==> src/design/id3fp_pkg.sv <==
// Package: shared types, codes and constants of the ID3v2 frame parser.
`default_nettype none
package id3fp_pkg;

    localparam int unsigned BYTE_W     = 8;
    localparam int unsigned ID_W       = 32;
    localparam int unsigned KIND_W     = 2;
    localparam int unsigned SIZE_W     = 28;
    localparam int unsigned POS_W      = 29;
    localparam int unsigned HCNT_W     = 4;
    localparam int unsigned GROUP_BITS = 7;
    localparam int unsigned CFG_IDX_W  = 1;
    localparam int unsigned CFG_DATA_W = 32;

    localparam logic [HCNT_W-1:0] HDR_LEN     = 4'd10;
    localparam logic [HCNT_W-1:0] HDR_LAST    = 4'd9;
    localparam logic [HCNT_W-1:0] HDR_VERSION = 4'd3;
    localparam logic [HCNT_W-1:0] HDR_SIZE0   = 4'd6;
    localparam logic [HCNT_W-1:0] FHDR_SIZE0  = 4'd4;
    localparam logic [HCNT_W-1:0] FHDR_FLAGS0 = 4'd8;

    localparam logic [KIND_W-1:0] KIND_INFO    = 2'd0;
    localparam logic [KIND_W-1:0] KIND_PAYLOAD = 2'd1;
    localparam logic [KIND_W-1:0] KIND_EMPTY   = 2'd2;

    localparam logic [CFG_IDX_W-1:0] CFG_TARGET_ID = 1'b0;
    localparam logic [CFG_IDX_W-1:0] CFG_MATCH_ALL = 1'b1;

    localparam logic [ID_W-1:0] TARGET_ID_RST = 32'h5449_5432;
    localparam logic            MATCH_ALL_RST = 1'b1;

    typedef struct packed {
        logic [BYTE_W-1:0] in_byte;
        logic              start_of_file;
    } t_in_item;

    typedef struct packed {
        logic [KIND_W-1:0] kind;
        logic [ID_W-1:0]   frame_id;
        logic [BYTE_W-1:0] data_byte;
        logic              last_of_frame;
    } t_out_item;

    typedef struct packed {
        logic [ID_W-1:0] target_id;
        logic            match_all;
    } t_cfg;

endpackage
`default_nettype wire

==> src/design/id3v2_frame_parser.sv <==
// Top level: ID3v2 frame parser with input and result registers.
//
//  channel | direction | handshake              | payload
//  --------+-----------+------------------------+-------------------------------
//  in      | request   | i_in_valid / o_in_stall | i_in_item  (in_byte, sof)
//  out     | result    | o_out_valid / i_out_stall | o_out_item (kind, id, data, last)
//  cfg     | write     | i_cfg_we               | i_cfg_index, i_cfg_data
//
//  One byte per clock while the result is not stalled; each byte is held in the
//  input register and its result is then registered in the result register.
//  Throughput is set by the single parse step between the two registers.
//  Synchronous active-low reset; parsing starts with the first byte after it.
//  A stalled result holds the parse step; the input register then holds
//  one request and stall goes high.
`default_nettype none
module id3v2_frame_parser (
    input  wire                                 i_clk,
    input  wire                                 i_rst_n,
    input  wire                                 i_in_valid,
    output logic                                o_in_stall,
    input  id3fp_pkg::t_in_item                 i_in_item,
    output logic                                o_out_valid,
    input  wire                                 i_out_stall,
    output id3fp_pkg::t_out_item                o_out_item,
    input  wire                                 i_cfg_we,
    input  wire  [id3fp_pkg::CFG_IDX_W-1:0]     i_cfg_index,
    input  wire  [id3fp_pkg::CFG_DATA_W-1:0]    i_cfg_data
);
    import id3fp_pkg::*;

    logic      r_in_valid;
    t_in_item  r_in;
    logic      r_out_valid;
    t_out_item r_out;
    logic      step;
    logic      res_valid;
    t_out_item res;
    t_cfg      cfg;

    assign step       = r_in_valid && (!r_out_valid || !i_out_stall);
    assign o_in_stall = r_in_valid && !step;

    always_ff @(posedge i_clk) begin
        if (!i_rst_n) begin
            r_in_valid <= 1'b0;
        end else if (!o_in_stall) begin
            r_in_valid <= i_in_valid;
        end
    end

    always_ff @(posedge i_clk) begin
        if (!o_in_stall && i_in_valid) begin
            r_in <= i_in_item;
        end
    end

    id3fp_cfg u_cfg (
        .i_clk       (i_clk),
        .i_rst_n     (i_rst_n),
        .i_cfg_we    (i_cfg_we),
        .i_cfg_index (i_cfg_index),
        .i_cfg_data  (i_cfg_data),
        .o_cfg       (cfg)
    );

    id3fp_core u_core (
        .i_clk       (i_clk),
        .i_rst_n     (i_rst_n),
        .i_step      (step),
        .i_item      (r_in),
        .i_cfg       (cfg),
        .o_res_valid (res_valid),
        .o_res       (res)
    );

    always_ff @(posedge i_clk) begin
        if (!i_rst_n) begin
            r_out_valid <= 1'b0;
        end else if (step) begin
            r_out_valid <= res_valid;
        end else if (!i_out_stall) begin
            r_out_valid <= 1'b0;
        end
    end

    always_ff @(posedge i_clk) begin
        if (step && res_valid) begin
            r_out <= res;
        end
    end

    assign o_out_valid = r_out_valid;
    assign o_out_item  = r_out;

endmodule
`default_nettype wire

==> src/design/id3fp_cfg.sv <==
// Configuration registers: target frame ID and match-all mode.
`default_nettype none
module id3fp_cfg (
    input  wire                                 i_clk,
    input  wire                                 i_rst_n,
    input  wire                                 i_cfg_we,
    input  wire  [id3fp_pkg::CFG_IDX_W-1:0]     i_cfg_index,
    input  wire  [id3fp_pkg::CFG_DATA_W-1:0]    i_cfg_data,
    output id3fp_pkg::t_cfg                     o_cfg
);
    import id3fp_pkg::*;

    t_cfg r_cfg;

    always_ff @(posedge i_clk) begin
        if (!i_rst_n) begin
            r_cfg.target_id <= TARGET_ID_RST;
            r_cfg.match_all <= MATCH_ALL_RST;
        end else if (i_cfg_we) begin
            unique case (i_cfg_index)
                CFG_TARGET_ID: r_cfg.target_id <= i_cfg_data[ID_W-1:0];
                CFG_MATCH_ALL: r_cfg.match_all <= i_cfg_data[0];
                default:       r_cfg <= r_cfg;
            endcase
        end
    end

    assign o_cfg = r_cfg;

endmodule
`default_nettype wire

==> src/design/id3fp_core.sv <==
// Parse core: tag and frame header walk, payload selection, one byte per step.
`default_nettype none
module id3fp_core (
    input  wire                  i_clk,
    input  wire                  i_rst_n,
    input  wire                  i_step,
    input  id3fp_pkg::t_in_item  i_item,
    input  id3fp_pkg::t_cfg      i_cfg,
    output logic                 o_res_valid,
    output id3fp_pkg::t_out_item o_res
);
    import id3fp_pkg::*;

    typedef enum logic [1:0] {
        PH_TAG,
        PH_FRAME,
        PH_PAYLOAD,
        PH_STOP
    } t_phase;

    localparam logic [POS_W-1:0] POS_MAX = '1;

    t_phase             r_phase,    n_phase,    c_phase;
    logic [HCNT_W-1:0]  r_hcnt,     n_hcnt,     c_hcnt;
    logic [ID_W-1:0]    r_id,       n_id,       c_id;
    logic [SIZE_W-1:0]  r_acc,      n_acc,      c_acc;
    logic [POS_W-1:0]   r_tag_end,  n_tag_end,  c_tag_end;
    logic [POS_W-1:0]   r_pos,      n_pos,      c_pos;
    logic [SIZE_W-1:0]  r_left,     n_left,     c_left;
    logic               r_matched,  n_matched,  c_matched;
    logic [SIZE_W-1:0]  acc_shift;
    logic [SIZE_W-1:0]  left_dec;
    logic [BYTE_W-1:0]  b;

    assign b = i_item.in_byte;

    always_comb begin
        c_phase   = r_phase;
        c_hcnt    = r_hcnt;
        c_id      = r_id;
        c_acc     = r_acc;
        c_tag_end = r_tag_end;
        c_pos     = r_pos;
        c_left    = r_left;
        c_matched = r_matched;
        if (i_item.start_of_file) begin
            c_phase   = PH_TAG;
            c_hcnt    = '0;
            c_id      = '0;
            c_acc     = '0;
            c_tag_end = '0;
            c_pos     = '0;
            c_left    = '0;
            c_matched = 1'b0;
        end

        acc_shift = {c_acc[SIZE_W-GROUP_BITS-1:0], b[GROUP_BITS-1:0]};
        left_dec  = c_left - SIZE_W'(1);

        n_phase     = c_phase;
        n_hcnt      = c_hcnt;
        n_id        = c_id;
        n_acc       = c_acc;
        n_tag_end   = c_tag_end;
        n_pos       = c_pos;
        n_left      = c_left;
        n_matched   = c_matched;
        o_res_valid = 1'b0;
        o_res       = '{kind: KIND_INFO, frame_id: '0, data_byte: '0, last_of_frame: 1'b1};

        if (c_phase == PH_STOP) begin
            n_phase = PH_STOP;
        end else if (c_phase == PH_FRAME && c_hcnt == '0
                     && (c_pos >= c_tag_end || b == '0)) begin
            // stop on padding or tag end
            n_phase = PH_STOP;
        end else begin
            if (c_pos != POS_MAX) begin
                n_pos = c_pos + POS_W'(1);
            end
            unique case (c_phase)
                PH_TAG: begin
                    if (c_hcnt == HDR_VERSION) begin
                        o_res_valid     = 1'b1;
                        o_res.data_byte = b;
                    end
                    if (c_hcnt >= HDR_SIZE0) begin
                        n_acc = acc_shift;
                    end
                    n_hcnt = c_hcnt + HCNT_W'(1);
                    if (c_hcnt == HDR_LAST) begin
                        n_tag_end = POS_W'(HDR_LEN) + {1'b0, acc_shift};
                        n_acc     = '0;
                        n_hcnt    = '0;
                        n_phase   = PH_FRAME;
                    end
                end
                PH_FRAME: begin
                    if (c_hcnt < FHDR_SIZE0) begin
                        n_id = {c_id[ID_W-BYTE_W-1:0], b};
                    end else if (c_hcnt < FHDR_FLAGS0) begin
                        n_acc = acc_shift;
                    end
                    n_hcnt = c_hcnt + HCNT_W'(1);
                    if (c_hcnt == HDR_LAST) begin
                        n_hcnt    = '0;
                        n_matched = i_cfg.match_all || (c_id == i_cfg.target_id);
                        n_left    = c_acc;
                        n_acc     = '0;
                        if (c_acc == '0) begin
                            if (n_matched) begin
                                o_res_valid    = 1'b1;
                                o_res.kind     = KIND_EMPTY;
                                o_res.frame_id = c_id;
                            end
                        end else begin
                            n_phase = PH_PAYLOAD;
                        end
                    end
                end
                PH_PAYLOAD: begin
                    n_left = left_dec;
                    if (c_matched) begin
                        o_res_valid         = 1'b1;
                        o_res.kind          = KIND_PAYLOAD;
                        o_res.frame_id      = c_id;
                        o_res.data_byte     = b;
                        o_res.last_of_frame = (left_dec == '0);
                    end
                    if (left_dec == '0) begin
                        n_phase = PH_FRAME;
                        n_id    = '0;
                    end
                end
                default: n_phase = PH_STOP;
            endcase
        end
    end

    always_ff @(posedge i_clk) begin
        if (!i_rst_n) begin
            r_phase   <= PH_TAG;
            r_hcnt    <= '0;
            r_id      <= '0;
            r_acc     <= '0;
            r_tag_end <= '0;
            r_pos     <= '0;
            r_left    <= '0;
            r_matched <= 1'b0;
        end else if (i_step) begin
            r_phase   <= n_phase;
            r_hcnt    <= n_hcnt;
            r_id      <= n_id;
            r_acc     <= n_acc;
            r_tag_end <= n_tag_end;
            r_pos     <= n_pos;
            r_left    <= n_left;
            r_matched <= n_matched;
        end
    end

`ifndef ASSERT_OFF
    a_hcnt_range: assert property (@(posedge i_clk) disable iff (!i_rst_n)
        r_hcnt <= HDR_LAST)
        else $error("header count out of range");
    a_payload_left: assert property (@(posedge i_clk) disable iff (!i_rst_n)
        r_phase == PH_PAYLOAD |-> r_left != '0)
        else $error("payload phase with nothing left");
    a_stop_quiet: assert property (@(posedge i_clk) disable iff (!i_rst_n)
        r_phase == PH_STOP && !i_item.start_of_file |-> !o_res_valid)
        else $error("result while stopped");
    a_tag_end_clear: assert property (@(posedge i_clk) disable iff (!i_rst_n)
        r_phase == PH_TAG |-> r_tag_end == '0)
        else $error("tag end set during tag header");
    a_stop_holds: assert property (@(posedge i_clk) disable iff (!i_rst_n)
        i_step && r_phase == PH_STOP && !i_item.start_of_file |=> r_phase == PH_STOP)
        else $error("left stop without start of file");
`endif

endmodule
`default_nettype wire

==> config.mk <==
export PLATFORM = sky130hd
export DESIGN_NAME = id3v2_frame_parser
export DESIGN_NICKNAME = d
export VERILOG_FILES = /design/src/design/id3fp_pkg.sv /design/src/design/id3v2_frame_parser.sv /design/src/design/id3fp_cfg.sv /design/src/design/id3fp_core.sv
export SDC_FILE = /design/constraint.sdc
export NUM_CORES = 1
export LEC_CHECK = 0
export BUFFER_PORTS_ARGS = -buffer_cell sky130_fd_sc_hd__buf_4
export CAP_MARGIN = 40
export CORE_MARGIN = 5
export CORE_UTILIZATION = 61
export CTS_BUF_LIST = sky130_fd_sc_hd__clkbuf_16
export DETAILED_ROUTE_END_ITERATION = 12
export GPL_ROUTABILITY_DRIVEN = 0
export PLACE_DENSITY = 0.8
export SETUP_SLACK_MARGIN = 0.02
export SYNTH_ARGS = -nofsm -noshare
export SYNTH_HDL_FRONTEND = slang
export SYNTH_SLANG_ARGS = --single-unit
==> constraint.sdc <==
create_clock -name i_clk -period 6.95 [get_ports i_clk]
set_input_delay 0.3475 -clock i_clk [delete_from_list [all_inputs] [get_ports i_clk]]
set_output_delay 0.3475 -clock i_clk [all_outputs]
set_load 0.01 [all_outputs]
After elaboration in Yosys (flattened, before gate mapping). Index checks and enable logic that the tools add are counted. W data, S select, Z words.

Register bits: 240. Input bits: 47. Output and inout bits: 45. Logic and storage cells: 124.

$add $sub $neg: 4. $lt $le $gt $ge: 4. Equality and inequality tests: 8. Mux-type cells: 64. Bitwise gates (word level): 3. Reduce and logical (&&, ||, !) cells: 23.

Operator list (number): $mux W28 (12); $mux W29 (9); $mux W32 (5); $pmux W28 S2 (2); $mux W34 (3); $pmux W34 S2 (1); $pmux W32 S2 (1); $logic_not A28 Y1 (2); $mux W42 (1); $eq A32 B32 Y1 (1); $add A29 B1 Y29 const B (1); $add A4 B28 Y29 const A (1); $ge A29 B29 Y1 (1); $ne A29 B29 Y1 const B (1); $sub A28 B1 Y28 const B (1); $mux W4 (5); $pmux W8 S2 (1); $mux W1 (14); $mux W2 (7); $logic_not A8 Y1 (1); $mux W8 (1); $logic_and A1 B1 Y1 (6); $pmux W2 S3 (1); $add A4 B1 Y4 const B (1); other kinds (17) (27).

Depth between registers and ports, before layout.
Depth in word-level cells: 10. Mapped depth: 21. Mapped depth without buffers: 12.

Hierarchy. From an unflattened synthesis, not the netlist that was laid out.

Cells, all modules: 1603. Area, all modules: 13810.7 µm².

Modules (own cells, without submodules): id3fp_core (times used 1, cells each 1396, area each 10729.0 µm², sequential area each 3062.9 µm²); id3v2_frame_parser (times used 1, cells each 62, area each 1652.8 µm², sequential area each 1601.5 µm²); id3fp_cfg (times used 1, cells each 145, area each 1428.9 µm², sequential area each 660.6 µm²).

Worst setup path before layout. Ideal clock, no wire load.

Kind: reg2reg. Start: reg r_in[0] (netlist name). End: reg r_out (netlist bit o_out_item[0]) (enable). Library setup time: 443 ps. Arrival time: 5770 ps. Required time: 6507 ps. Setup slack: 737 ps. Stages on the path, launching flop included: 19. Buffers on the path: 9. Period minus slack after synthesis: 6213 ps. Path through: edfxtp_1 buf_2 clkbuf_1 buf_2 buf_1 buf_2 buf_1 clkbuf_1 clkbuf_1 nor2b_1 ha_1 a21oi_1 o21ai_0 a221oi_1 nand3_1 o31ai_1 buf_2 nand2_1 nor2_1.

Word-level cells in the longest chain between the ends: 10. Elaborated cells on any way between the ends: 30. Classes of those cells: order compare (1); eq/ne (6); mux (15); reduce/logical (8).

Ends and longest elaborated chain: start, declared (RTL line id3v2_frame_parser.sv:32) `t_in_item r_in;`; start signal, assigned (RTL line id3v2_frame_parser.sv:53) `r_in <= i_in_item;`; $mux W32 (RTL line id3fp_core.sv:46) `if (i_item.start_of_file) begin`; $eq A32 B32 Y1 (RTL line id3fp_core.sv:107) `n_matched = i_cfg.match_all || (c_id == i_cfg.target_id);`; $logic_or A1 B1 Y1 (RTL line id3fp_core.sv:107); $mux W1 (RTL line id3fp_core.sv:111) `if (n_matched) begin`; $mux W1 (RTL line id3fp_core.sv:110) `if (c_acc == '0) begin`; $mux W1 (RTL line id3fp_core.sv:105) `if (c_hcnt == HDR_LAST) begin`; $pmux W1 S3 (RTL line id3fp_core.sv:81) `unique case (c_phase)`; $mux W1 (RTL line id3fp_core.sv:73) `end else if (c_phase == PH_FRAME && c_hcnt == '0`; $mux W1 * (RTL line id3fp_core.sv:71) `if (c_phase == PH_STOP) begin`; $logic_and A1 B1 Y1 * (RTL line id3v2_frame_parser.sv:87) `if (step && res_valid) begin`; end signal, assigned (RTL line id3v2_frame_parser.sv:88) `r_out <= res;`; end, declared (RTL line id3v2_frame_parser.sv:34) `t_out_item r_out;`.

Mark *: on every way between the ends. The rest lies on a longest branch, timed or not. A chain may end at the register's enable or synchronous reset.

Worst setup path in the final report.
Start: reg r_in[0] (netlist name). End: reg u_core.r_acc[24].

Word-level cells in the longest chain between the ends: 8. Elaborated cells on any way between the ends: 25. Classes of those cells: order compare (4); eq/ne (3); mux (13); reduce/logical (5).

Ends and longest elaborated chain: $mux W4 (RTL line id3fp_core.sv:46); $lt A4 B4 Y1 (RTL line id3fp_core.sv:101) `end else if (c_hcnt < FHDR_FLAGS0) begin`; $mux W28 (RTL line id3fp_core.sv:101); $mux W28 (RTL line id3fp_core.sv:99) `if (c_hcnt < FHDR_SIZE0) begin`; $mux W28 (RTL line id3fp_core.sv:105); $pmux W28 S2 (RTL line id3fp_core.sv:81); $mux W28 (RTL line id3fp_core.sv:73); $mux W28 * (RTL line id3fp_core.sv:71); end signal, assigned (RTL line id3fp_core.sv:154) `r_acc <= n_acc;`; end, declared (RTL line id3fp_core.sv:26) `logic [SIZE_W-1:0] r_acc, n_acc, c_acc;`.

Marks and branches as above.

==> results.md <==
* P&R area growth vs syn at 12.4%
* First-pass GRT wire length at 66.5 mm
* Slew @ Worst Pin at 0.980 ns
* Initial DRC count at 1549
* Cells along the critical path: buf_4 -> buf_4 -> nor2b_1 -> ha_1 -> o2111a_1 -> o31a_1 -> buf_4 -> nor4_1 -> and2_1 -> a22o_1
* Clock sink count at 240
* Dominant cells by area after synthesis: dfxtp_1, edfxtp_1, nand2_1, ha_1, a21oi_1
* Worst Hold Class: input port to register
* Synthesized-area fraction occupied by xor and xnor cells at 4.19%
* Core area at 0.0219 sq mm
* DR WL/cell at 21.3 microns
* Post-CTS setup buffer count at 0
* Slowest cell on crit path: and2_1
* Mux contribution to synthesized area at 1.13%
* Vias at 13204
* Post-CTS sizing at 0
* Layout cells sized above 1 at 11.0%
* Final core occ at 69.7%
* DR pass1 iterations at 8
* Post-synth top area share at 27.7%
* Routed vias/inst at 6.75
* # IOs at 92
* RSZ-0062 raised after global routing: false
* Path depth of the worst reg2reg path at 10
* Worst Hold Depth at 3
* Clock latency on the worst-skew pair at 0.55 ns
* Cell Area, Synth at 0.0136 sq mm
* WS Path Type: register to register
* Routed wire length at 41.7 mm
* Sequential element share of the synthesized area at 39.2%
* Initial Utilization at 62.1%
* Die X at 159 microns
* Root Driver: clkbuf_16
* Post-DP HPWL at 28.6 mm
* Final hold vios at 0
* CTS tree: done
* Post-Synth Simple-Gate Area at 26.5%
* Post-synth cell types at 86
* Status: completed
* Tcrit/Tclk final at 63.9%
* Max clock buf depth at 3
* Initial antenna violation count at 0
* Mapped Cells at 1623
* Adder-cell share of the synthesized area at 3.41%
* Antenna cells at 0
* Warning count from the yosys run at 0
* Global route total overflow at 0
* Syn nets at 1707
* Pwr per Cell Area at 198 mW/mm^2
* Max_slew headroom at 34.7%
* Async SR Flop Fraction at 0%
* Main synth FF type: dfxtp_1
* Non-filler cells, final at 1957
* Residual DRC at 0
* R2R Path Start: r_in[0]$_DFFE_PP_
* Dpl cells at 1901
* R2r setup slk at 2.51 ns
* Tmin final at 4.44 ns
* Crit. End Element: register
* Largest family of logic cells by synthesized area: simple AND/OR/NAND/NOR gates
* Mean post-synth cell area at 8.37 sq um
* Post-synthesis compound-gate area fraction at 21.0%
* Num CTS Buffers at 26
* Pin count of the biggest net entering global routing at 69
* Max-Cap Viols at 0
* Reg clk slew, reported paths at 0.06 ns
* Peak supply drop at 0.000185 V
* Arr. time, crit path at 4.93 ns
* Antenna violation net count after detailed routing at 0
* Worst EP required at 7.44 ns
* # setup viols final at 0
* Max Clock Skew at 0.0149 ns
* CP max stage delay at 0.65 ns
* DIE HEIGHT at 159 microns
* CP top delay family: simple AND/OR/NAND/NOR gates
* Hold Path Sink: u_cfg.o_cfg[6]$_SDFFE_PN1P_
* R2R Path End: u_core.r_acc[24]$_SDFFE_PN0P_
* CTS Hold Bufs at 9
* Post-synth EDFFs at 52
* Fmax at 0.225 GHz
* Number of H-tree levels at 1
* Vias in the first global route at 12162
* Die ar. at 0.0254 sq mm
* Number of synthesized register bits at 240
* Worst Path Buf+Inv at 3
* Hold Startpoint: i_cfg_data[5]
* CP max FO at 65
* Crit start category: register
* Final #Nets at 1743
* Pleak at 5.36 nW
* Yosys top cell by area: dfxtp_1
* PortBufs at 91
* Setup TNS Final at 0 ns
* All-layer global routing usage at 31.1%
* Most numerous cell on the critical path: buf_4
* Final count of pins violating max slew at 0
* Row cnt at 54
kinds of logic (layout without fill, tap and decap cells):
| kind of cell | Yosys count | count (layout) |
|---|---|---|
| multiplexers | 15 | 15 |
| AO/OA/AOI/OAI | 415 | 415 |
| buffers and inverters | 149 | 203 |
| adder cells (fa/ha/maj) | 37 | 37 |
| XOR/XNOR | 65 | 65 |
| AND/OR/NAND/NOR | 702 | 702 |
| flip-flops | 240 | 240 |
cell usage in the layout, fill, tap and decap left out, drive strengths merged, types with 37 or more instances in the layout:
master,n
a21oi,92
a22o,49
buf,118
dfxtp,188
edfxtp,52
ha,37
nand2,249
nand3,54
nor2,123
nor2b,41
nor3,41
o21ai,78
Yosys cell counts, types with 32 or more instances:
cell      instances
clkbuf_1         91
nand2_1         248
ha_1             37
nor2_1          121
nor3_1           39
nand4_1          32
a21oi_1          91
xnor2_1          35
a22o_1           49
nor2b_1          41
nand3_1          53
o21ai_0          75
dfxtp_1         188
edfxtp_1         52
power breakdown:
group          switching [W]  internal, W
registers          0.0000333      0.00144
clock network       0.000564     0.000712
logic               0.000186    0.0000933
total               0.000783      0.00224
layout make-up:
cell class / instances / area [sq um]
timing repair buffer: 127 / 1030
inverter: 30 / 113
clock inverter: 20 / 123
tap: 280 / 350
clock buffer: 26 / 651
fill: 1731 / 6630
sequential: 240 / 5330
multi-input combinational: 1234 / 7670
stage by stage:
| step | area [sq um] | power, W | hold WS [ns] | setup slack (ns) |
|---|---|---|---|---|
| global placement | 14300 | 0.00175 | 0.437 | 2.68 |
| global route | 15300 | 0.00312 | 0.0138 | 2.25 |
| CTS | 15200 | 0.00302 | 0.00613 | 2.65 |
| floorplan | 13600 | 0.00167 | 0.427 | 0.737 |
| finish | 15300 | 0.00303 | 0.00784 | 2.51 |
| detailed placement | 14400 | 0.00176 | 0.441 | 2.66 |
registers in the layout, summed over array words and instances, names as in the netlist:
| name | cells |
|---|---|
| o_out_item | 43 |
| u_cfg.o_cfg | 33 |
| u_core.r_id | 32 |
| u_core.r_pos | 29 |
| u_core.r_tag_end | 29 |
| u_core.r_acc | 28 |
| u_core.r_left | 28 |
| r_in | 9 |
| u_core.r_hcnt | 4 |
| u_core.r_phase | 2 |
| o_out_valid | 1 |
| r_in_valid | 1 |
| u_core.r_matched | 1 |
routing by layer:
layer / global-route usage [%] / routed length [microns]
met1: 43.6 / 16900
met2: 49.1 / 18900
met3: 5.44 / 4410
met4: 9.89 / 1500
met5: 0 / 0
worst min-delay path, cell delays in order:
cell	delay (ns)
buf_4	0.07
nand2_1	0.03
nand3_1	0.06
worst max-delay path by stage:
stage / from / end / cells after the start
floorplan: r_in[0]$_DFFE_PP_ / o_out_item[0]$_SDFFCE_PP1P_ / 18
global placement: r_in[0]$_DFFE_PP_ / u_core.r_acc[12]$_SDFFE_PN0P_ / 12
detailed placement: r_in[0]$_DFFE_PP_ / u_core.r_acc[7]$_SDFFE_PN0P_ / 10
CTS: r_in[0]$_DFFE_PP_ / u_core.r_acc[7]$_SDFFE_PN0P_ / 10
global route: r_in[0]$_DFFE_PP_ / u_core.r_acc[21]$_SDFFE_PN0P_ / 10
finish: r_in[0]$_DFFE_PP_ / u_core.r_acc[24]$_SDFFE_PN0P_ / 10
Note: power is estimated with default switching activity, not from simulation.
